===== config.mk =====
export PLATFORM = sky130hd
export DESIGN_NAME = vrt_div
export DESIGN_NICKNAME = d
export VERILOG_FILES = /design/src/design/vrt_pkg.sv /design/src/design/vrt_div.sv
export SDC_FILE = /design/constraint.sdc
export NUM_CORES = 1
export LEC_CHECK = 0
export BUFFER_PORTS_ARGS = -buffer_cell sky130_fd_sc_hd__buf_2
export CAP_MARGIN = 20
export CELL_PAD_IN_SITES_DETAIL_PLACEMENT = 2
export CELL_PAD_IN_SITES_GLOBAL_PLACEMENT = 2
export CORE_UTILIZATION = 38
export CTS_BUF_LIST = sky130_fd_sc_hd__clkbuf_4
export CTS_CLUSTER_DIAMETER = 80
export DETAILED_ROUTE_END_ITERATION = 10
export PLACE_DENSITY = 0.94
export SETUP_SLACK_MARGIN = 0.1
export SYNTH_ARGS = -nofsm -noshare
export SYNTH_HDL_FRONTEND = slang
export SYNTH_SLANG_ARGS = --single-unit
export TNS_END_PERCENT = 100

===== constraint.sdc =====
create_clock -name clk -period 7.7 [get_ports clk]
set_input_delay 0 -clock clk [delete_from_list [all_inputs] [get_ports clk]]
set_output_delay 0 -clock clk [all_outputs]
set_load 0.01 [all_outputs]

===== src/design/vrt_pkg.sv =====
// Shared types and constants for the voxel ray traversal block.
// No dependencies; imported by vrt_div and the top level.
package vrt_pkg;

	localparam int TW    = 24;  // Q16.8 ray parameter width
	localparam int CELLW = 12;  // signed voxel index width during a walk
	localparam int DIRW  = 16;
	localparam int MAGW  = 17;  // direction magnitude, 32768 included
	localparam int QW    = 23;  // quotient width of 2^22 / magnitude
	localparam int DISTW = 9;   // distance to first boundary, Q1.8

	localparam logic [TW-1:0] T_INF = 24'hFFFFFF;
	localparam logic [15:0] REACH_RST = 16'd2048;

	localparam logic OP_WRITE = 1'b0;
	localparam logic OP_CAST  = 1'b1;

	localparam logic [2:0] NO_FACE = 3'd0;

	typedef enum logic [3:0] {
		ST_CLR,
		ST_IDLE,
		ST_WR_RD,
		ST_WR_WB,
		ST_SU_DIV,
		ST_SU_WAIT,
		ST_SU_MUL,
		ST_RD,
		ST_CHK,
		ST_STEP,
		ST_DONE
	} vrt_state_t;

	typedef struct packed {
		logic busy;
		logic done;
	} div_stat_t;

endpackage


===== src/design/vrt_div.sv =====
// Bit-serial restoring divider computing 2^22 / divisor, one quotient bit a cycle.
// Depends on vrt_pkg for widths and the status struct.
module vrt_div (
	input  logic                     clk,
	input  logic                     arst_n,
	input  logic                     start,
	input  logic [vrt_pkg::MAGW-1:0] divisor,
	output logic [vrt_pkg::QW-1:0]   quotient,
	output vrt_pkg::div_stat_t       stat
);
	import vrt_pkg::*;

	logic [MAGW-1:0] rem_q;
	logic [QW-1:0]   quo_q;
	logic [4:0]      cnt_q;
	logic            busy_q;
	logic            done_q;
	logic [MAGW-1:0] sh;
	logic            qb;

	always_comb begin
		// dividend has a single set bit, the top one
		sh = {rem_q[MAGW-2:0], (cnt_q == 5'(QW - 1))};
		qb = (sh >= divisor);
	end

	always_ff @(posedge clk or negedge arst_n) begin
		if (!arst_n) begin
			busy_q <= 1'b0;
			done_q <= 1'b0;
			cnt_q  <= '0;
		end else begin
			done_q <= 1'b0;
			if (start) begin
				busy_q <= 1'b1;
				cnt_q  <= 5'(QW - 1);
			end else if (busy_q) begin
				cnt_q <= cnt_q - 5'd1;
				if (cnt_q == 5'd0) begin
					busy_q <= 1'b0;
					done_q <= 1'b1;
				end
			end
		end
	end

	always_ff @(posedge clk) begin
		if (start) begin
			rem_q <= '0;
			quo_q <= '0;
		end else if (busy_q) begin
			rem_q <= qb ? (sh - divisor) : sh;
			quo_q <= {quo_q[QW-2:0], qb};
		end
	end

	assign quotient = quo_q;
	assign stat = '{busy: busy_q, done: done_q};

endmodule


# Yosys cells after proc, flatten, opt, wreduce, memory -nomap -nowiden
# Index checks and enable logic that the tools add are counted.
# word_totals
romBits	0
wordCells	20
reg_bits	46
ramBits	0
inputBits	20
latch_bits	0
n_memories	0
out_inout_bits	25
# op_classes
n_bitwise	0
n_reduce_logical	2
n_mul	0
order_cmp	1
n_addsub	2
div_mod_pow	0
shifts	0
muxes	9
eq_ne	1
# ops
operator	count
$ge 17x17->1	1
$mux 16	1
$sub 16x16->16	1
$mux 5	2
$mux 1	6
$eq 5x5->1 const B	1
$logic_not 5->1	1
$sub 5x1->5 const B	1
$reduce_bool 2->1	1

# Logic depth before layout (Yosys ltp)
# Gate-level depths: netlist (run 1).
# depth
ltp_word	4
ltp_mapped	13
depth_no_buf	12

# Least setup slack after synthesis (run 1)
# Ideal clock, no wire load.
# synth_path
kind	register -> register
start	register cnt_q[0]
end	register rem_q[1]
n_path_buf	1
setup_slack_ps	5000
setup_time_ps	95
t_required_ps	7605
stages_incl_launch_ff	13
arrival_time_ps	2604
synth_period_minus_slack_ps	2700
path_cell_list	dfrtp_1 inv_1 ha_1 nand4b_1 ha_1 nand4_1 or4_4 o21ai_2 a221oi_2 and2_1 buf_6 or4b_1 o311ai_1
# synth_via
elab_chain_cells	3
word_cells_on_any_way	4
classes_between	1 x add/sub; 1 x order compare; 1 x eq/ne; 1 x mux
# synth_lines
element	line_no	rtl
from (decl)	vrt_div.sv:15	logic [4:0] cnt_q;
from (signal assigned)	vrt_div.sv:36	cnt_q <= 5'(QW - 1);
from (signal assigned)	vrt_div.sv:38	cnt_q <= cnt_q - 5'd1;
$eq 5x5->1 (*)	vrt_div.sv:23	sh = {rem_q[MAGW-2:0], (cnt_q == 5'(QW - 1))};
$sub 16x16->16 / $ge 17x17->1 (equally long branches)	vrt_div.sv:52, vrt_div.sv:24	
$mux 16 (*)	vrt_div.sv:52	rem_q <= qb ? (sh - divisor) : sh;
to (signal assigned)	vrt_div.sv:52	
to (decl)	vrt_div.sv:13	logic [MAGW-1:0] rem_q;
# Every way passes the cells marked *; elsewhere a longest branch is shown, timed or not.
# A chain may end at the register's enable or synchronous reset.

# Final worst setup path (run 1)
# Ends and elaborated chain as after synthesis.

==> impl_metrics.tcl, run 1 <==
set metrics [dict create \
    status "complete, no violations" \
    drt_iter0_markers 81 \
    synthArstFlopShare_pct 15.2 \
    wl_per_cell_um 18.8 \
    grt_pass1_vias 2671 \
    cts_max_level 2 \
    cts_setup_buffers 0 \
    hp-class "input pin to flop" \
    layout-drive-gt1-share_pct 17.8 \
    die_area_sq_mm 0.00763 \
    timing.rr.start "cnt_q[0]" \
    critPathKind "flop to flop" \
    hold_depth 4 \
    yosysWarnings 0 \
    cts_root_buffer "clkbuf_4" \
    setup_tns_ns 0 \
    rsz0062_at_grt "false" \
    rrSetupSlack_ns 4.42 \
    clock_insertion_delay_worst_skew_ns 0.37 \
    grt_use_met2_pct 41.7 \
    finalHoldViolCount 0 \
    cts-resized-gates 0 \
    n_antenna_cell 0 \
    arrival_ns 3.56 \
    grt_first_pass_wirelength_um 14000 \
    tritoncts.num_buffers 5 \
    dp_hpwl_um 6180 \
    cap_violations 0 \
    syn_area_per_cell_sq_um 8.71 \
    grt_max_degree 55 \
    setup_viol 0 \
    ir_drop_v 0.0000674 \
    portBuffers 44 \
    synth_cell_types 54 \
    cp.required_ns 7.98 \
    synth_edf_count 0 \
    dr.pass1.iters 4 \
    die_x_um 87.4 \
    fin_skew_ns 0.0111 \
    pwr-share-comb_pct 17.1 \
    r2r_end "rem_q[1]" \
    clock_sinks 46 \
    p_int_mw 0.312 \
    rows 30 \
    die_h_um 87.4 \
    min_to "rem_q[0]" \
    pwr-share-seq_pct 55.0 \
    area_growth_syn_to_layout_pct 12.3 \
    cp_max_fo 15 \
    seq_area_frac_synth_pct 34.5 \
    finalPower_mw 0.454 \
    fillCellCount 812 \
    grtUsageMet1_pct 30.1 \
    syn_area_sq_mm 0.00277 \
    worst_pin_slew_ns 0.937 \
    min_from "divisor[0]" \
    gr-usage-met3_pct 3.41 \
    vias 2446 \
    relSlewSlack_pct 37.5 \
    endpoint_kind "flop" \
    gp_congestion 0.779 \
    swShare_pct 31.3 \
    period_needed_ns 3.28 \
    switchingPower_mw 0.142 \
    power_density_mw_per_mm2 146 \
    coreArea_sq_mm 0.00691 \
    period_share_pct 42.6 \
    cts_tree "done" \
    grt.total_usage_pct 23.8 \
    path_clk_slew_ns 0.16 \
    final_max_slew_viol_count 0 \
    start_util_pct 40.1 \
    critPathLaunchType "flop" \
    syn_nets 359 \
    clk_path_buf_depth 2 \
    ant_nets 0 \
    ys_ff_latch 46 \
    top_usage_layer "met2" \
    p_leak_nw 1.53 \
    via_per_inst 5.44 \
    power_frac_clock_pct 27.9 \
    antenna_found_initial 0 \
    drc_errors 0 \
    wirelength_um 8450 \
    ff2ff_path_depth 11 \
    max_freq_ghz 0.305 \
    grt_overflow 0 \
    nets 394 \
    ys_dominant_reg_cell "dfxtp_1" \
    synthCells 318 \
    io_pins 45 \
]
## cells by family (layout without fill, tap and decap cells)
group / count (synthesis) / count (layout) / share of synthesized area, %
AND/OR/NAND/NOR: 101 / 101 / 17.7
AO/OA/AOI/OAI: 64 / 64 / 16.1
flip-flops: 46 / 46 / 34.5
buffers and inverters: 41 / 77 / 6.19
multiplexers: 29 / 29 / 10.7
adder cells (fa/ha/maj): 21 / 21 / 9.76
XOR/XNOR: 16 / 16 / 5.06
## metal layers
| layer | share of wire [%] | up-vias |
|---|---|---|
| li1 | - | 1178 |
| met1 | 45 | 1222 |
| met2 | 50 | 33 |
| met3 | 2.5 | 13 |
| met4 | 1.9 | 0 |
| met5 | 0 | - |
## critical path, cell delays in order, from the launching register on
cell and delay (ns):
dfrtp_1 0.46, inv_1 0.14, ha_1 0.16, nand4b_1 0.15, ha_1 0.26, nand2b_1 0.21, a21oi_1 0.24, o211ai_1 0.18
a211o_1 0.37, and2_1 0.35, or4b_1 0.55, o311ai_1 0.10
## per-stage QoR
step	worst slack (ns)	utilization [%]	instances	instance area (sq um)	hold WS, ns
5_1_grt	4.20	45.0	450	3110	0.151
4_1_cts	4.44	45.0	450	3110	0.150
3_5_place_dp	4.47	43.9	440	3030	-0.139
2_1_floorplan	5.00	-	318	2770	-0.296
3_3_place_gp	4.81	43.9	440	3030	-0.154
6_report	4.42	45.0	450	3110	0.160
## registers in the layout, indices dropped and copies added (netlist names)
register  flops
rem_q        16
busy_q        1
cnt_q         5
done_q        1
quotient     23
## how the worst max path moves through the flow
stage,from,to,slack [ns],cells past startpoint
floorplan,cnt_q[0],rem_q[1],5.00,12
global placement,cnt_q[0],rem_q[1],4.81,11
detailed placement,cnt_q[0],rem_q[1],4.47,11
CTS,cnt_q[0],rem_q[1],4.44,11
global route,cnt_q[0],rem_q[12],4.20,12
finish,cnt_q[0],rem_q[1],4.42,11
## synthesized netlist by cell type, types with 3 or more instances
cell type,count,area [sq um]
nor3b_1,3,22.5
a31oi_1,3,18.8
inv_1,22,82.6
dfxtp_1,39,781
a311oi_1,4,35.0
a21o_1,6,45.0
a211oi_1,9,67.6
o21ai_0,6,30.0
nand4b_1,3,26.3
xnor2_1,12,105
nand2b_1,6,37.5
a21oi_1,18,90.1
xor2_1,4,35.0
nand4_1,3,18.8
dfrtp_1,7,175
ha_1,20,250
nor2_1,52,195
clkbuf_1,14,52.6
nand2_1,17,63.8
mux2i_1,28,280
## area by class of cell
| type | instances | area [sq um] | area share [%] |
|---|---|---|---|
| inverter | 22 | 82.6 | 2.65 |
| tap | 96 | 120 | 3.86 |
| sequential | 46 | 957 | 30.8 |
| multi-input combinational | 231 | 1640 | 52.8 |
| timing repair buffer | 47 | 248 | 7.96 |
| clock buffer | 5 | 37.5 | 1.21 |
| clock inverter | 3 | 23.8 | 0.764 |
## power by group through the flow
stage / clock network [mW] / registers, mW / logic, mW
final: 0.127 / 0.249 / 0.0776
after global routing: 0.139 / 0.250 / 0.0856
after CTS: 0.132 / 0.249 / 0.0779
after detailed placement: 0 / 0.254 / 0.0754
after global placement: 0 / 0.253 / 0.0683
after floorplan: 0 / 0.252 / 0.0522
## cells in the final DEF, fill, tap and decap left out, types with 2 or more instances in the layout
cell and count:
ha_1 20, inv_1 22, dfxtp_1 39, a311oi_1 4, nand4_1 3, nor2_1 52
a21oi_1 18, buf_2 44, o211ai_1 2, a21o_1 6, nor3b_1 3, nand3_1 2
nor3_1 2, o311ai_1 2, nand4b_1 3, dlygate4sd3_1 2, xor2_1 4, o21a_1 2
o21ai_0 6, clkinvlp_4 2, a211oi_1 9, mux2i_1 28, xnor2_1 12, nand2b_1 6
a31oi_1 3, and2_1 2, clkbuf_4 5, nand2_1 17, dfrtp_1 6
## repair_timing
item	4_1_cts	5_1_grt
setup endpoints to repair	0	0
endpoints found under the hold margin	7	0
hold buffers	2	0
No activity file was read; power rests on OpenSTA's default activity.
==> run 2, diff against run 1 <==
--- a/config.mk
+++ b/config.mk
@@ -9,11 +9,11 @@
 export CAP_MARGIN = 20
 export CELL_PAD_IN_SITES_DETAIL_PLACEMENT = 2
 export CELL_PAD_IN_SITES_GLOBAL_PLACEMENT = 2
-export CORE_UTILIZATION = 38
+export CORE_UTILIZATION = 35
 export CTS_BUF_LIST = sky130_fd_sc_hd__clkbuf_4
 export CTS_CLUSTER_DIAMETER = 80
 export DETAILED_ROUTE_END_ITERATION = 10
-export PLACE_DENSITY = 0.94
+export PLACE_DENSITY = 0.88
 export SETUP_SLACK_MARGIN = 0.1
 export SYNTH_ARGS = -nofsm -noshare
 export SYNTH_HDL_FRONTEND = slang
==> constraint.sdc (replaced) <==
create_clock -name clk -period 3.4 [get_ports clk]
set_input_delay 0 -clock clk [delete_from_list [all_inputs] [get_ports clk]]
set_output_delay 0 -clock clk [all_outputs]
set_load 0.01 [all_outputs]
==> impl_metrics.tcl, run 2 (synthesis results as in run 1) <==
set metrics [dict create \
    die_area_sq_mm 0.00827 \
    area_growth_syn_to_layout_pct 13.0 \
    critPathLaunchType "flop" \
    wl_per_cell_um 16.7 \
    slowest_delay_ns 0.50 \
    path_delay_family "simple AND/OR/NAND/NOR gates" \
    clock_insertion_delay_worst_skew_ns 0.37 \
    dp.cells 447 \
    finalHoldViolCount 0 \
    period_share_pct 90.3 \
    rsz0062_at_grt "false" \
    critPathKind "flop to flop" \
    ir_drop_v 0.000112 \
    gp_congestion 0.771 \
    layout_commonest_cell "nor2_1" \
    final_area_sq_mm 0.00313 \
    worst_pin_slew_ns 0.902 \
    endpoint_kind "flop" \
    setup_tns_ns 0 \
    largest_reg_flops 23 \
    vias 2429 \
    p_leak_nw 1.55 \
    clk_path_buf_depth 2 \
    portBuffers 44 \
    hp-class "input pin to flop" \
    layout-drive-gt1-share_pct 18.6 \
    rows 32 \
    start_util_pct 36.0 \
    crit_start "cnt_q[0]" \
    relSlewSlack_pct 39.8 \
    cts_max_level 2 \
    max_freq_ghz 0.326 \
    grt.total_usage_pct 19.3 \
    worst-path-buf-inv 1 \
    cts_setup_buffers 0 \
    setup_viol 0 \
    die_x_um 90.9 \
    via_per_inst 5.32 \
    dr.pass1.iters 4 \
    finalPower_mw 1.01 \
    cp_slowest_cell "or4b_1" \
    cp.required_ns 3.68 \
    grt_first_pass_wirelength_um 12900 \
    final_core_utilization_pct 40.7 \
    grt_overflow 0 \
    antenna_found_initial 0 \
    holdWs_ns 0.123 \
    cap_violations 0 \
    dpl-instance-area_sq_mm 0.00304 \
    path_clk_slew_ns 0.14 \
    timing.rr.start "cnt_q[0]" \
    final_cell_mix "52 x nor2_1, 44 x buf_2, 39 x dfxtp_1, 28 x mux2i_1, 22 x inv_1" \
    n_antenna_cell 0 \
    cts_tree "done" \
    fin_skew_ns 0.00966 \
    drc_errors 0 \
    clock_sinks 46 \
    wirelength_um 7650 \
    dp_slack_ns 0.241 \
    status "complete, no violations" \
    io_pins 45 \
    cts_root_buffer "clkbuf_4" \
    cp_max_fo 15 \
    dp_hpwl_um 5550 \
    grt_pass1_vias 2633 \
    arrival_ns 3.35 \
    layout.cells.non_filler 457 \
    drt_iter0_markers 88 \
    setup_ws_ns 0.330 \
    ant_nets 0 \
    period_needed_ns 3.07 \
    min_from "divisor[0]" \
    nets 395 \
    power_density_mw_per_mm2 323 \
    coreArea_sq_mm 0.00769 \
    grt_max_degree 51 \
    die_h_um 90.9 \
    cp_common_cell "ha_1" \
    tritoncts.num_buffers 5 \
    final_max_slew_viol_count 0 \
    path_cells "inv_1, ha_1, nand4b_1, ha_1, nand4_1, or4_4, o21ai_2, a221oi_2, and2_2, or4b_1, o311ai_1" \
]
==> run 2: what timing repair did <==
item | CTS | global route
resized for setup | 0 | 2
endpoints found under the setup margin | 0 | 3
hold buffers | 2 | 0
hold endpoints to repair | 7 | 0
==> run 2: per-layer routing <==
metal  vias to the layer above  part of all wire [%]  GRT usage [%]
li1                       1179                     -              -
met1                      1210                    45           23.3
met2                        29                    51           35.3
met3                        11                   2.2           2.93
met4                         0                   1.7           5.56
met5                         -                     0              0
==> run 2: layout make-up <==
type,instances,area [sq um]
Fill cell,901,4560
Multi-Input combinational cell,231,1650
Sequential cell,46,957
Timing Repair Buffer,48,255
Tap cell,102,128
Inverter,22,82.6
Clock buffer,6,45.0
Clock inverter,2,13.8
==> run 2: worst paths after layout <==
check                       endpoint  slack, ns  depth (start not counted)
max                         rem_q[1]       0.33                         11
max in group asynchronous     busy_q       2.59                          3
max reg2reg                 rem_q[1]       0.33                         11
min                         rem_q[0]       0.12                          4
min in group asynchronous   cnt_q[4]       0.55                          3
min reg2reg                rem_q[15]       0.52                          2
==> run 2: where the power goes <==
| group | internal [mW] | total [mW] | leakage (nW) | switching [mW] |
|---|---|---|---|---|
| logic | 0.0717 | 0.166 | 1.12 | 0.0945 |
| registers | 0.551 | 0.564 | 0.392 | 0.0130 |
| clock network | 0.0897 | 0.280 | 0.0356 | 0.191 |
==> run 2: tightest hold or removal path, stage by stage <==
cell      delay (ns)
buf_2           0.10
ha_1            0.15
mux2_4          0.15
a211oi_2        0.05
==> run 3, diff against run 2 <==
--- a/config.mk
+++ b/config.mk
@@ -13,7 +13,8 @@
 export CTS_BUF_LIST = sky130_fd_sc_hd__clkbuf_4
 export CTS_CLUSTER_DIAMETER = 80
 export DETAILED_ROUTE_END_ITERATION = 10
-export PLACE_DENSITY = 0.88
+export GPL_ROUTABILITY_DRIVEN = 0
+export PLACE_DENSITY = 0.85
 export SETUP_SLACK_MARGIN = 0.1
 export SYNTH_ARGS = -nofsm -noshare
 export SYNTH_HDL_FRONTEND = slang
==> impl_metrics.tcl, run 3 (synthesis results as in run 1) <==
set metrics [dict create \
    cp_common_cell "ha_1" \
    area_growth_syn_to_layout_pct 12.8 \
    die_area_sq_mm 0.00827 \
    grt_max_degree 51 \
    largest_reg_flops 23 \
    antenna_found_initial 0 \
    vias 2419 \
    cts_max_level 2 \
    final_cell_mix "52 x nor2_1, 44 x buf_2, 39 x dfxtp_1, 28 x mux2i_1, 22 x inv_1" \
    cp_max_fo 15 \
    nets 395 \
    relSlewSlack_pct 41.0 \
    layout_commonest_cell "nor2_1" \
    period_needed_ns 3.10 \
    cap_violations 0 \
    status "complete, no violations" \
    worst_pin_slew_ns 0.885 \
    endpoint_kind "flop" \
    via_per_inst 5.29 \
    dr.pass1.iters 4 \
    cts_root_buffer "clkbuf_4" \
    holdWs_ns 0.103 \
    power_density_mw_per_mm2 320 \
    rows 32 \
    wl_per_cell_um 16.3 \
    period_share_pct 91.0 \
    final_max_slew_viol_count 0 \
    finalHoldViolCount 0 \
    clk_path_buf_depth 2 \
    rrSetupSlack_ns 0.30 \
    fin_skew_ns 0.00894 \
    start_util_pct 36.0 \
    grt.total_usage_pct 18.8 \
    drc_errors 0 \
    critPathLaunchType "flop" \
    ir_drop_v 0.000129 \
    path_cells "inv_1, ha_1, nand4b_1, ha_1, nand2b_1, a21oi_1, o211ai_1, a211o_1, and2_2, or4b_1, o311ai_1" \
    clock_insertion_delay_worst_skew_ns 0.36 \
    crit_start "cnt_q[0]" \
    grt_first_pass_wirelength_um 12500 \
    clock_sinks 46 \
    die_h_um 90.9 \
    coreArea_sq_mm 0.00769 \
    hp-class "input pin to flop" \
    max_freq_ghz 0.323 \
    grt_overflow 0 \
    setup_viol 0 \
    grt_pass1_vias 2592 \
    layout-drive-gt1-share_pct 18.3 \
    cp_slowest_cell "or4b_1" \
    arrival_ns 3.37 \
    cts_setup_buffers 0 \
    rsz0062_at_grt "false" \
    die_x_um 90.9 \
    portBuffers 44 \
    p_leak_nw 1.55 \
    tritoncts.num_buffers 5 \
    io_pins 45 \
    dp_hpwl_um 5510 \
    wirelength_um 7460 \
    min_from "divisor[0]" \
    setup_tns_ns 0 \
    path_clk_slew_ns 0.14 \
    final_core_utilization_pct 40.6 \
    cp.required_ns 3.67 \
    timing.rr.start "cnt_q[0]" \
    cts_tree "done" \
    critPathKind "flop to flop" \
    n_antenna_cell 0 \
    ant_nets 0 \
    drt_iter0_markers 60 \
    slowest_delay_ns 0.52 \
]
==> run 3: cell types whose count changed in the layout (fill, tap and decap cells not counted) <==
cell | previous run | this run
a21oi_2 | 1 | 0
a21oi_1 | 17 | 18
==> run 3: final timing paths <==
check	endpoint	cells after the start
hold / removal	rem_q[0]	4
max in group asynchronous	busy_q	3
setup reg to reg	rem_q[1]	11
hold reg to reg	rem_q[8]	2
setup / recovery	rem_q[1]	11
min in group asynchronous	cnt_q[2]	3
==> run 3: what timing repair did <==
item,in CTS,in global routing
setup endpoints to repair,0,1
hold buffers,2,0
gates resized for setup,0,1
endpoints found under the hold margin,7,0
==> run 3: cell type report <==
type | instances | area [sq um]
Timing Repair Buffer | 48 | 255
Fill cell | 902 | 4560
Tap cell | 102 | 128
Sequential cell | 46 | 957
Multi-Input combinational cell | 231 | 1640
Clock inverter | 2 | 13.8
Inverter | 22 | 82.6
Clock buffer | 6 | 45.0
==> run 3: per-layer routing <==
metal,up-vias,share of wire (%),wire [um],global-route usage (%)
li1,1184,-,-,-
met5,-,0,0,0
met2,24,51,3810,34.4
met4,0,1.3,99,5.95
met3,7,2.0,152,3.02
met1,1204,46,3400,22.4
==> run 3: per-stage QoR <==
step	power [mW]	cell area, sq um	std cells	worst slack [ns]
2_1_floorplan	0.689	2770	318	0.700
3_3_place_gp	0.730	3040	447	0.418
3_5_place_dp	0.737	3040	447	0.306
4_1_cts	1.02	3120	457	0.235
5_1_grt	1.06	3120	457	0.163
6_report	0.999	3120	457	0.305
==> run 3: worst max-delay path: cells and delay by family (launching register included) <==
| family | cells | cell delay, ns |
|---|---|---|
| buffers and inverters | 1 | 0.12 |
| AOI/OAI and AO/OA | 4 | 0.86 |
| DFF | 1 | 0.43 |
| adders and majority gates | 2 | 0.43 |
| and+or+nand+nor | 4 | 1.18 |
==> run 3: power breakdown <==
group	internal [mW]	total, mW	leakage, nW	switching (mW)
combinational	0.0715	0.164	1.12	0.0925
sequential	0.551	0.563	0.392	0.0117
clock	0.0896	0.273	0.0356	0.183
